$ cat src/rrqs_pkg.sv
// shared types and codes for the round-robin quantum scheduler
// no dependencies
package rrqs_pkg;

    localparam logic [1:0] OP_LOAD  = 2'd0;
    localparam logic [1:0] OP_STEP  = 2'd1;
    localparam logic [1:0] OP_CLEAR = 2'd2;
    localparam logic [1:0] OP_RSVD  = 2'd3;

    localparam logic [1:0] EV_RUN  = 2'd0;
    localparam logic [1:0] EV_IDLE = 2'd1;
    localparam logic [1:0] EV_END  = 2'd2;
    localparam logic [1:0] EV_NONE = 2'd3;

    localparam logic [15:0] QUANTUM_RESET = 16'd2;

    typedef struct packed {
        logic [1:0]  opcode;
        logic [15:0] arr_time;
        logic [15:0] bur_time;
    } req_item_t;

    typedef struct packed {
        logic [1:0]  event_kind;
        logic [20:0] event_time;
        logic [3:0]  job_index;
        logic [15:0] slice_length;
        logic        job_finished;
        logic [20:0] done_time;
        logic [20:0] tat_time;
        logic [20:0] wait_time;
    } evt_item_t;

    typedef struct packed {
        logic load;
        logic clear;
        logic res_none;
        logic start_set;
        logic end_res;
        logic idle_set;
        logic pop_rd;
        logic pop_j;
        logic slice_set;
        logic tat_set;
        logic wt_set;
        logic scan_run;
        logic push_j;
        logic emit;
    } ctl_t;

    typedef struct packed {
        logic no_jobs;
        logic started;
        logic all_done;
        logic q_empty;
        logic start_pos;
        logic slice_fin;
        logic scan_done;
        logic out_busy;
    } sts_t;

endpackage

$ cat src/rrqs_ctrl.sv
// controller state machine of the round-robin quantum scheduler
// depends on rrqs_pkg
module rrqs_ctrl (
    input  logic         clk,
    input  logic         rst_n,
    input  logic         req_valid,
    input  logic [1:0]   req_opcode,
    input  rrqs_pkg::sts_t sts,
    output logic         req_stall,
    output rrqs_pkg::ctl_t ctl
);
    import rrqs_pkg::*;

    typedef enum logic [9:0] {
        ST_IDLE   = 10'b0000000001,
        ST_START  = 10'b0000000010,
        ST_DECIDE = 10'b0000000100,
        ST_POP    = 10'b0000001000,
        ST_SLICE  = 10'b0000010000,
        ST_TAT    = 10'b0000100000,
        ST_WT     = 10'b0001000000,
        ST_SCAN   = 10'b0010000000,
        ST_PUSHJ  = 10'b0100000000,
        ST_EMIT   = 10'b1000000000
    } state_t;

    state_t state_reg, state_next;
    logic   after_decide_reg, after_decide_next;
    logic   after_push_reg, after_push_next;

    assign req_stall = (state_reg != ST_IDLE);

    always_comb
    begin
        ctl               = '0;
        state_next        = state_reg;
        after_decide_next = after_decide_reg;
        after_push_next   = after_push_reg;
        unique case (state_reg)
            ST_IDLE:
            begin
                if (req_valid)
                begin
                    unique case (req_opcode)
                        OP_LOAD:  ctl.load = 1'b1;
                        OP_CLEAR: ctl.clear = 1'b1;
                        OP_STEP:
                        begin
                            priority if (sts.no_jobs)
                            begin
                                ctl.res_none = 1'b1;
                                state_next   = ST_EMIT;
                            end
                            else if (!sts.started)
                                state_next = ST_START;
                            else
                                state_next = ST_DECIDE;
                        end
                        default: ;
                    endcase
                end
            end
            ST_START:
            begin
                ctl.start_set     = 1'b1;
                after_decide_next = !sts.start_pos;
                after_push_next   = 1'b0;
                state_next        = ST_SCAN;
            end
            ST_DECIDE:
            begin
                priority if (sts.all_done)
                begin
                    ctl.end_res = 1'b1;
                    state_next  = ST_EMIT;
                end
                else if (sts.q_empty)
                begin
                    ctl.idle_set      = 1'b1;
                    after_decide_next = 1'b0;
                    after_push_next   = 1'b0;
                    state_next        = ST_SCAN;
                end
                else
                begin
                    ctl.pop_rd = 1'b1;
                    state_next = ST_POP;
                end
            end
            ST_POP:
            begin
                ctl.pop_j  = 1'b1;
                state_next = ST_SLICE;
            end
            ST_SLICE:
            begin
                ctl.slice_set     = 1'b1;
                after_decide_next = 1'b0;
                after_push_next   = !sts.slice_fin;
                state_next        = sts.slice_fin ? ST_TAT : ST_SCAN;
            end
            ST_TAT:
            begin
                ctl.tat_set = 1'b1;
                state_next  = ST_WT;
            end
            ST_WT:
            begin
                ctl.wt_set = 1'b1;
                state_next = ST_SCAN;
            end
            ST_SCAN:
            begin
                ctl.scan_run = 1'b1;
                if (sts.scan_done)
                begin
                    priority if (after_decide_reg)
                        state_next = ST_DECIDE;
                    else if (after_push_reg)
                        state_next = ST_PUSHJ;
                    else
                        state_next = ST_EMIT;
                end
            end
            ST_PUSHJ:
            begin
                ctl.push_j = 1'b1;
                state_next = ST_EMIT;
            end
            ST_EMIT:
            begin
                if (!sts.out_busy)
                begin
                    ctl.emit   = 1'b1;
                    state_next = ST_IDLE;
                end
            end
            default: state_next = ST_IDLE;
        endcase
    end

    always_ff @(posedge clk or negedge rst_n)
    begin
        if (!rst_n)
        begin
            state_reg        <= ST_IDLE;
            after_decide_reg <= 1'b0;
            after_push_reg   <= 1'b0;
        end
        else
        begin
            state_reg        <= state_next;
            after_decide_reg <= after_decide_next;
            after_push_reg   <= after_push_next;
        end
    end

endmodule

$ cat src/rrqs_datapath.sv
// job tables, ready queue, time keeping and result registers of the scheduler
// depends on rrqs_pkg; driven by rrqs_ctrl
module rrqs_datapath #(
    parameter int MAX_JOBS  = 16,
    parameter int TIME_BITS = 16
) (
    input  logic              clk,
    input  logic              rst_n,
    input  rrqs_pkg::req_item_t req_item,
    input  rrqs_pkg::ctl_t    ctl,
    input  logic              cfg_wr_en,
    input  logic [15:0]       cfg_wr_data,
    input  logic              evt_stall,
    output rrqs_pkg::sts_t    sts,
    output logic              evt_valid,
    output rrqs_pkg::evt_item_t evt_item
);
    import rrqs_pkg::*;

    localparam int TW   = (TIME_BITS < 16) ? TIME_BITS : 16;
    localparam int JW   = (MAX_JOBS > 1) ? $clog2(MAX_JOBS) : 1;
    localparam int CW   = $clog2(MAX_JOBS + 1);
    localparam int CT_W = TW + $clog2(MAX_JOBS + 1);

    logic [TW-1:0] arr_mem  [MAX_JOBS];
    logic [TW-1:0] bur_mem  [MAX_JOBS];
    logic [TW-1:0] rem_mem  [MAX_JOBS];
    logic [JW-1:0] fifo_mem [MAX_JOBS];

    logic [TW-1:0]   arr_q, bur_q, rem_q;
    logic [JW-1:0]   fifo_q;
    logic [CT_W-1:0] ct_reg, lo_reg, hi_reg, tat_reg;
    logic            lo_incl_reg, started_reg, pend_reg, out_valid_reg;
    logic [CW-1:0]   loaded_reg, completed_reg, count_reg, scan_idx_reg;
    logic [JW-1:0]   head_reg, pidx_reg, j_reg;
    logic [15:0]     quantum_reg;
    logic [TW-1:0]   arr_j_reg, bur_j_reg;
    evt_item_t       res_reg, out_reg;

    logic [JW-1:0]   arr_addr, tail, head_inc;
    logic [JW:0]     tail_sum;
    logic            load_en, win_hit, push_en, scan_more;
    logic [JW-1:0]   push_idx;
    logic [15:0]     qe, rem16, e;
    logic [CT_W-1:0] ct_e, tat_now;

    assign load_en   = ctl.load && !started_reg && (loaded_reg < CW'(MAX_JOBS));
    assign scan_more = scan_idx_reg < loaded_reg;
    assign win_hit   = pend_reg && (lo_incl_reg || (CT_W'(arr_q) > lo_reg))
                       && (CT_W'(arr_q) <= hi_reg);
    assign push_idx  = ctl.push_j ? j_reg : pidx_reg;
    assign push_en   = ((ctl.scan_run && win_hit) || ctl.push_j)
                       && (count_reg < CW'(MAX_JOBS));
    assign tail_sum  = (JW + 1)'(head_reg) + (JW + 1)'(count_reg);
    assign tail      = (tail_sum >= (JW + 1)'(MAX_JOBS)) ?
                       JW'(tail_sum - (JW + 1)'(MAX_JOBS)) : JW'(tail_sum);
    assign head_inc  = (head_reg == JW'(MAX_JOBS - 1)) ? '0 : head_reg + 1'b1;

    assign qe      = (quantum_reg == 16'd0) ? 16'd1 : quantum_reg;
    assign rem16   = 16'(rem_q);
    assign e       = (rem16 < qe) ? rem16 : qe;
    assign ct_e    = ct_reg + CT_W'(e);
    assign tat_now = ct_reg - CT_W'(arr_j_reg);

    always_comb
    begin
        arr_addr = '0;
        if (ctl.scan_run)
            arr_addr = scan_idx_reg[JW-1:0];
        else if (ctl.pop_j)
            arr_addr = fifo_q;
    end

    // memories
    always_ff @(posedge clk)
    begin
        arr_q  <= arr_mem[arr_addr];
        bur_q  <= bur_mem[fifo_q];
        rem_q  <= rem_mem[fifo_q];
        fifo_q <= fifo_mem[head_reg];
        if (load_en)
        begin
            arr_mem[loaded_reg[JW-1:0]] <= TW'(req_item.arr_time);
            bur_mem[loaded_reg[JW-1:0]] <= TW'(req_item.bur_time);
        end
        if (load_en)
            rem_mem[loaded_reg[JW-1:0]] <= TW'(req_item.bur_time);
        else if (ctl.slice_set)
            rem_mem[j_reg] <= rem_q - TW'(e);
        if (push_en)
            fifo_mem[tail] <= push_idx;
    end

    // control state
    always_ff @(posedge clk or negedge rst_n)
    begin
        if (!rst_n)
        begin
            quantum_reg   <= QUANTUM_RESET;
            ct_reg        <= '0;
            lo_reg        <= '0;
            hi_reg        <= '0;
            lo_incl_reg   <= 1'b0;
            started_reg   <= 1'b0;
            loaded_reg    <= '0;
            completed_reg <= '0;
            count_reg     <= '0;
            head_reg      <= '0;
            scan_idx_reg  <= '0;
            pend_reg      <= 1'b0;
            out_valid_reg <= 1'b0;
        end
        else
        begin
            if (cfg_wr_en)
                quantum_reg <= cfg_wr_data;
            if (ctl.emit)
                out_valid_reg <= 1'b1;
            else if (!evt_stall)
                out_valid_reg <= 1'b0;

            if (ctl.clear)
            begin
                ct_reg        <= '0;
                started_reg   <= 1'b0;
                loaded_reg    <= '0;
                completed_reg <= '0;
                count_reg     <= '0;
                head_reg      <= '0;
            end
            else
            begin
                if (load_en)
                    loaded_reg <= loaded_reg + 1'b1;
                if (ctl.start_set)
                begin
                    started_reg <= 1'b1;
                    ct_reg      <= CT_W'(arr_q);
                    hi_reg      <= CT_W'(arr_q);
                    lo_incl_reg <= 1'b1;
                end
                if (ctl.idle_set)
                begin
                    lo_reg      <= ct_reg;
                    hi_reg      <= ct_reg + 1'b1;
                    ct_reg      <= ct_reg + 1'b1;
                    lo_incl_reg <= 1'b0;
                end
                if (ctl.slice_set)
                begin
                    lo_reg      <= ct_reg;
                    hi_reg      <= ct_e;
                    ct_reg      <= ct_e;
                    lo_incl_reg <= 1'b0;
                    if (rem16 <= qe)
                        completed_reg <= completed_reg + 1'b1;
                end
                if (ctl.pop_rd)
                begin
                    head_reg  <= head_inc;
                    count_reg <= count_reg - 1'b1;
                end
                else if (push_en)
                    count_reg <= count_reg + 1'b1;

                if (ctl.start_set || ctl.idle_set || ctl.slice_set)
                begin
                    scan_idx_reg <= '0;
                    pend_reg     <= 1'b0;
                end
                else if (ctl.scan_run)
                begin
                    pend_reg <= scan_more;
                    if (scan_more)
                        scan_idx_reg <= scan_idx_reg + 1'b1;
                end
            end
        end
    end

    // payload
    always_ff @(posedge clk)
    begin
        if (ctl.scan_run)
            pidx_reg <= scan_idx_reg[JW-1:0];
        if (ctl.pop_j)
            j_reg <= fifo_q;
        if (ctl.slice_set)
        begin
            arr_j_reg <= arr_q;
            bur_j_reg <= bur_q;
        end
        if (ctl.tat_set)
            tat_reg <= tat_now;
        if (ctl.emit)
            out_reg <= res_reg;

        if (ctl.res_none || ctl.end_res)
        begin
            res_reg            <= '0;
            res_reg.event_kind <= ctl.res_none ? EV_NONE : EV_END;
            res_reg.event_time <= 21'(ct_reg);
        end
        else if (ctl.start_set)
        begin
            res_reg              <= '0;
            res_reg.event_kind   <= EV_IDLE;
            res_reg.slice_length <= 16'(arr_q);
        end
        else if (ctl.idle_set)
        begin
            res_reg              <= '0;
            res_reg.event_kind   <= EV_IDLE;
            res_reg.event_time   <= 21'(ct_reg);
            res_reg.slice_length <= 16'd1;
        end
        else if (ctl.slice_set)
        begin
            res_reg              <= '0;
            res_reg.event_kind   <= EV_RUN;
            res_reg.event_time   <= 21'(ct_reg);
            res_reg.job_index    <= 4'(j_reg);
            res_reg.slice_length <= e;
            res_reg.job_finished <= (rem16 <= qe);
        end
        else if (ctl.tat_set)
        begin
            res_reg.done_time <= 21'(ct_reg);
            res_reg.tat_time  <= 21'(tat_now);
        end
        else if (ctl.wt_set)
            res_reg.wait_time <= 21'(tat_reg - CT_W'(bur_j_reg));
    end

    assign sts.no_jobs   = (loaded_reg == '0);
    assign sts.started   = started_reg;
    assign sts.all_done  = (completed_reg >= loaded_reg);
    assign sts.q_empty   = (count_reg == '0);
    assign sts.start_pos = (arr_q != '0);
    assign sts.slice_fin = (rem16 <= qe);
    assign sts.scan_done = !scan_more && !pend_reg;
    assign sts.out_busy  = out_valid_reg && evt_stall;

    assign evt_valid = out_valid_reg;
    assign evt_item  = out_reg;

endmodule

$ cat src/round_robin_quantum_scheduler_unit.sv
// round-robin quantum scheduler, top level
// depends on rrqs_pkg, rrqs_ctrl and rrqs_datapath
//
// usage:
//   req channel (req_valid / req_stall / req_item) takes load, step and clear items.
//   evt channel (evt_valid / evt_stall / evt_item) gives one event per step item.
//   cfg_wr_en / cfg_wr_data write the time quantum; the user must write it only
//   while the block is idle, as the block itself does not enforce this.
// timing:
//   load and clear give no event. a step runs the arrival scan over the jobs loaded,
//   except with no jobs loaded and for the end event. the first step scans twice
//   when job 0 arrives at time 0. one item is worked on at a time; req_stall is
//   high until the step's event sits in the output register.
// reset:
//   clears the job count, queue, time and schedule state; quantum goes to 2.
//   job tables hold no reset value and are read only after a load.
// stall:
//   a held event keeps evt_valid and its payload; the next item is still
//   taken, and its event waits until the output register is free.
module round_robin_quantum_scheduler_unit #(
    parameter int MAX_JOBS  = 16,
    parameter int TIME_BITS = 16
) (
    input  logic                clk,
    input  logic                rst_n,
    input  logic                req_valid,
    output logic                req_stall,
    input  rrqs_pkg::req_item_t req_item,
    output logic                evt_valid,
    input  logic                evt_stall,
    output rrqs_pkg::evt_item_t evt_item,
    input  logic                cfg_wr_en,
    input  logic [15:0]         cfg_wr_data
);
    import rrqs_pkg::*;

    ctl_t ctl;
    sts_t sts;

    rrqs_ctrl u_ctrl (
        .clk        (clk),
        .rst_n      (rst_n),
        .req_valid  (req_valid),
        .req_opcode (req_item.opcode),
        .sts        (sts),
        .req_stall  (req_stall),
        .ctl        (ctl)
    );

    rrqs_datapath #(
        .MAX_JOBS  (MAX_JOBS),
        .TIME_BITS (TIME_BITS)
    ) u_datapath (
        .clk         (clk),
        .rst_n       (rst_n),
        .req_item    (req_item),
        .ctl         (ctl),
        .cfg_wr_en   (cfg_wr_en),
        .cfg_wr_data (cfg_wr_data),
        .evt_stall   (evt_stall),
        .sts         (sts),
        .evt_valid   (evt_valid),
        .evt_item    (evt_item)
    );

endmodule

$ cat config.mk
export PLATFORM = sky130hd
export DESIGN_NAME = round_robin_quantum_scheduler_unit
export DESIGN_NICKNAME = d
export VERILOG_FILES = /design/src/rrqs_pkg.sv /design/src/rrqs_ctrl.sv /design/src/rrqs_datapath.sv /design/src/round_robin_quantum_scheduler_unit.sv
export SDC_FILE = /design/constraint.sdc
export NUM_CORES = 2
export LEC_CHECK = 0
export BUFFER_PORTS_ARGS = -buffer_cell sky130_fd_sc_hd__buf_2
export CAP_MARGIN = 20
export CORE_ASPECT_RATIO = 1.5
export CORE_UTILIZATION = 35
export CTS_BUF_LIST = sky130_fd_sc_hd__clkbuf_8
export CTS_CLUSTER_DIAMETER = 40
export DETAILED_ROUTE_END_ITERATION = 8
export GPL_TIMING_DRIVEN = 1
export PLACE_DENSITY = 0.48
export SLEW_MARGIN = 0
export SYNTH_ARGS = -nofsm -noshare
export SYNTH_HDL_FRONTEND = slang
export SYNTH_SLANG_ARGS = --single-unit
$ cat constraint.sdc
create_clock -name clk -period 10.25 [get_ports clk]
set_input_delay 1.5375 -clock clk [delete_from_list [all_inputs] [get_ports clk]]
set_output_delay 1.5375 -clock clk [all_outputs]
set_load 0.005 [all_outputs]
==> results_dict.tcl <==
set metrics [dict create \
    netlist_top_cells_area "edfxtp_1, mux4_2, dfrtp_1" \
    fp.dieH_um 476 \
    area_growth_pct 14.1 \
    dieArea_um2 152000 \
    start_util_pct 35.4 \
    ys_seq_elements 1278 \
    grt_max_degree 94 \
    initialDrtViolationCount 1780 \
    cts.clk_slew.worst_paths_ns 0.06 \
    final_common_cell "edfxtp_1" \
    slew-limit-headroom_pct 29.2 \
    synth.distinct_cells 88 \
    dp_hpwl_mm 88.8 \
    slew_violations 0 \
    cts_setup_buffers 0 \
    wl_per_cell_um 24.9 \
    drv_cap 0 \
    fin_skew_ns 0.0498 \
    tightest_slew_ns 1.06 \
    fin_util_pct 40.3 \
    cp-end-kind "flop" \
    synth_seq_area_share_pct 69.4 \
    crit_fanout 16 \
    clockBufferDepth 3 \
    cts.sinks 1278 \
    postRouteAntennaNets 0 \
    cts_resized 0 \
    synth_top_area_share_pct 58.5 \
    netlist_area_um2 52500 \
    grt_pass1_vias 30500 \
    critPathLaunchType "flop" \
    grt_antenna_before_repair 12 \
    max_freq_ghz 0.168 \
    crit_type "reg2reg" \
    layout_common_cells "edfxtp_1, nand2_1, mux4_2" \
    drc_errors 0 \
    max-vdd-ir-drop_uv 138 \
    chipWidth_um 318 \
    gp_congestion 0.825 \
    finalSetupViolations 0 \
    cts_buffers 192 \
    drt_wl_total_mm 142 \
    yosysWarnings 0 \
    power.leakage_nw 21.3 \
    holdCritPathClass "reg2reg" \
    clk_latency_ns 0.91 \
    cp.arrival_ns 6.58 \
    dr.pass1.iters 5 \
    multi_input_area_um2 15100 \
    syn_inst 3291 \
    vias 29400 \
    synth.largest_area_cell "edfxtp_1" \
    tns_ns 0 \
    drive_gt1_share_pct 21.9 \
    cts_tree "done" \
    hold_viol 0 \
    syn_nets 3487 \
    num_io_pins 164 \
    synth_edf_count 1023 \
    io_buffer_count 163 \
    ctsHtreeMaxLevel 4 \
    min_period_ns 5.96 \
    num_rows 173 \
    cp.required_ns 10.87 \
    power.density_nw_per_um2 246 \
    async_flop_share_pct 9.31 \
    outcome "complete, no violations" \
    nNetsFinal 3810 \
    cts_hold_buffers 0 \
    core_um2 148000 \
    rsz0062_at_grt "no" \
    grt_pass1_wl_mm 208 \
    gr-total-overflow 0 \
    synth_ff_type "edfxtp_1" \
    design_area_um2 59900 \
    regArea_um2 36400 \
    vias_per_cell 5.15 \
    dpl_cell_area_um2 56100 \
    finalCritPeriodShare_pct 58.2 \
    fill_cells 13700 \
    grt_use_total_pct 18.8 \
    cts-root-buf "clkbuf_8" \
    syn_area_per_cell_um2 16.0 \
]
## metrics by stage
| stage | setup slack (ns) | total power (W) | hold slack (ns) | std cells |
|---|---|---|---|---|
| 2_1_floorplan | 2.76 | 0.00927 | 0.386 | 3291 |
| 6_report | 4.29 | 0.0147 | 0.407 | 5709 |
| 5_1_grt | 3.98 | 0.0155 | 0.426 | 5707 |
| 4_1_cts | 4.23 | 0.0149 | 0.408 | 5706 |
| 3_5_place_dp | 4.27 | 0.0108 | 0.391 | 5345 |
| 3_3_place_gp | 4.17 | 0.0108 | 0.390 | 5344 |
## path summary, 6_finish.rpt
path / startpoint / to / slack [ns] / cells after the start
hold reg to reg: u_datapath.bur_q[12]$_DFF_P_ / u_datapath.bur_j_reg[12]$_DFFE_PN_ / 0.41 / 0
max in group asynchronous: rst_n / u_datapath.count_reg[4]$_DFFE_PN0P_ / 8.24 / 2
setup / recovery: u_datapath.quantum_reg[9]$_DFFE_PN0P_ / u_datapath.rem_mem[8][14]$_DFFE_PP_ / 4.29 / 20
hold / removal: u_datapath.bur_q[12]$_DFF_P_ / u_datapath.bur_j_reg[12]$_DFFE_PN_ / 0.41 / 0
setup reg to reg: u_datapath.quantum_reg[9]$_DFFE_PN0P_ / u_datapath.rem_mem[8][14]$_DFFE_PP_ / 4.29 / 20
min in group asynchronous: rst_n / u_datapath.hi_reg[13]$_DFFE_PN0P_ / 0.64 / 1
## logic make-up after synthesis
| logic type | count (synthesis) | synth area share [%] |
|---|---|---|
| AO/OA/AOI/OAI | 507 | 6.03 |
| AND/OR/NAND/NOR | 736 | 6.74 |
| XOR/XNOR | 86 | 1.43 |
| multiplexers | 279 | 10.9 |
| buffers and inverters | 264 | 2.07 |
| flip-flops | 1278 | 69.4 |
| adder cells (fa/ha/maj) | 141 | 3.44 |
## worst max-delay path: stages (launching register included)
cell and delay, ns:
dfrtp_1 0.40, nor4_1 0.46, a41o_1 0.31, ha_1 0.16
nor2b_1 0.04, o21a_1 0.16, o21a_1 0.16, o21ai_0 0.27
nand3_1 0.48, buf_4 0.39, mux2i_1 0.30, ha_1 0.33
nor2b_1 0.14, o21ai_0 0.26, a21oi_1 0.15, o41ai_1 0.72
o211ai_1 0.20, a31oi_1 0.23, xor2_1 0.17, o21ai_0 0.10
buf_4 0.23
## cell usage after synthesis, types with 23 or more instances
cell type  number
mux2i_1        34
inv_1         123
nand2b_1       40
o21ai_0       122
a211oi_1       23
nand4_1        28
nand2_1       253
edfxtp_1     1023
dfxtp_1       136
o21a_1         23
buf_1          24
dfrtp_1       117
a22oi_1        24
ha_1          135
a21o_1         37
and2_1         40
xor2_1         31
nor3_1         40
a21oi_1       159
nor2_1        165
mux4_2        224
clkbuf_1       95
nand3_1        65
xnor2_1        55
## layout make-up
type,count,area share [%]
timing repair buffer,266,2.71
inverter,127,0.804
multi-input combinational,1749,25.3
tap,1925,4.02
sequential,1278,60.8
clock inverter,152,1.55
clock buffer,209,4.80
antenna,3,0.0125
## metal layers
| layer | vias to the layer above | share of wire, % | global-route usage, % |
|---|---|---|---|
| met3 | 259 | 4.3 | 3.37 |
| li1 | 13400 | - | - |
| met5 | - | 0.055 | 0 |
| met2 | 715 | 51 | 33.1 |
| met4 | 14 | 3.9 | 7.60 |
| met1 | 15000 | 41 | 22.5 |
## power by group
group	switching [W]	total [W]	internal, W
registers	0.000460	0.00651	0.00605
clock network	0.00203	0.00413	0.00210
logic	0.00234	0.00410	0.00176
(Power assumes the default switching activity.)
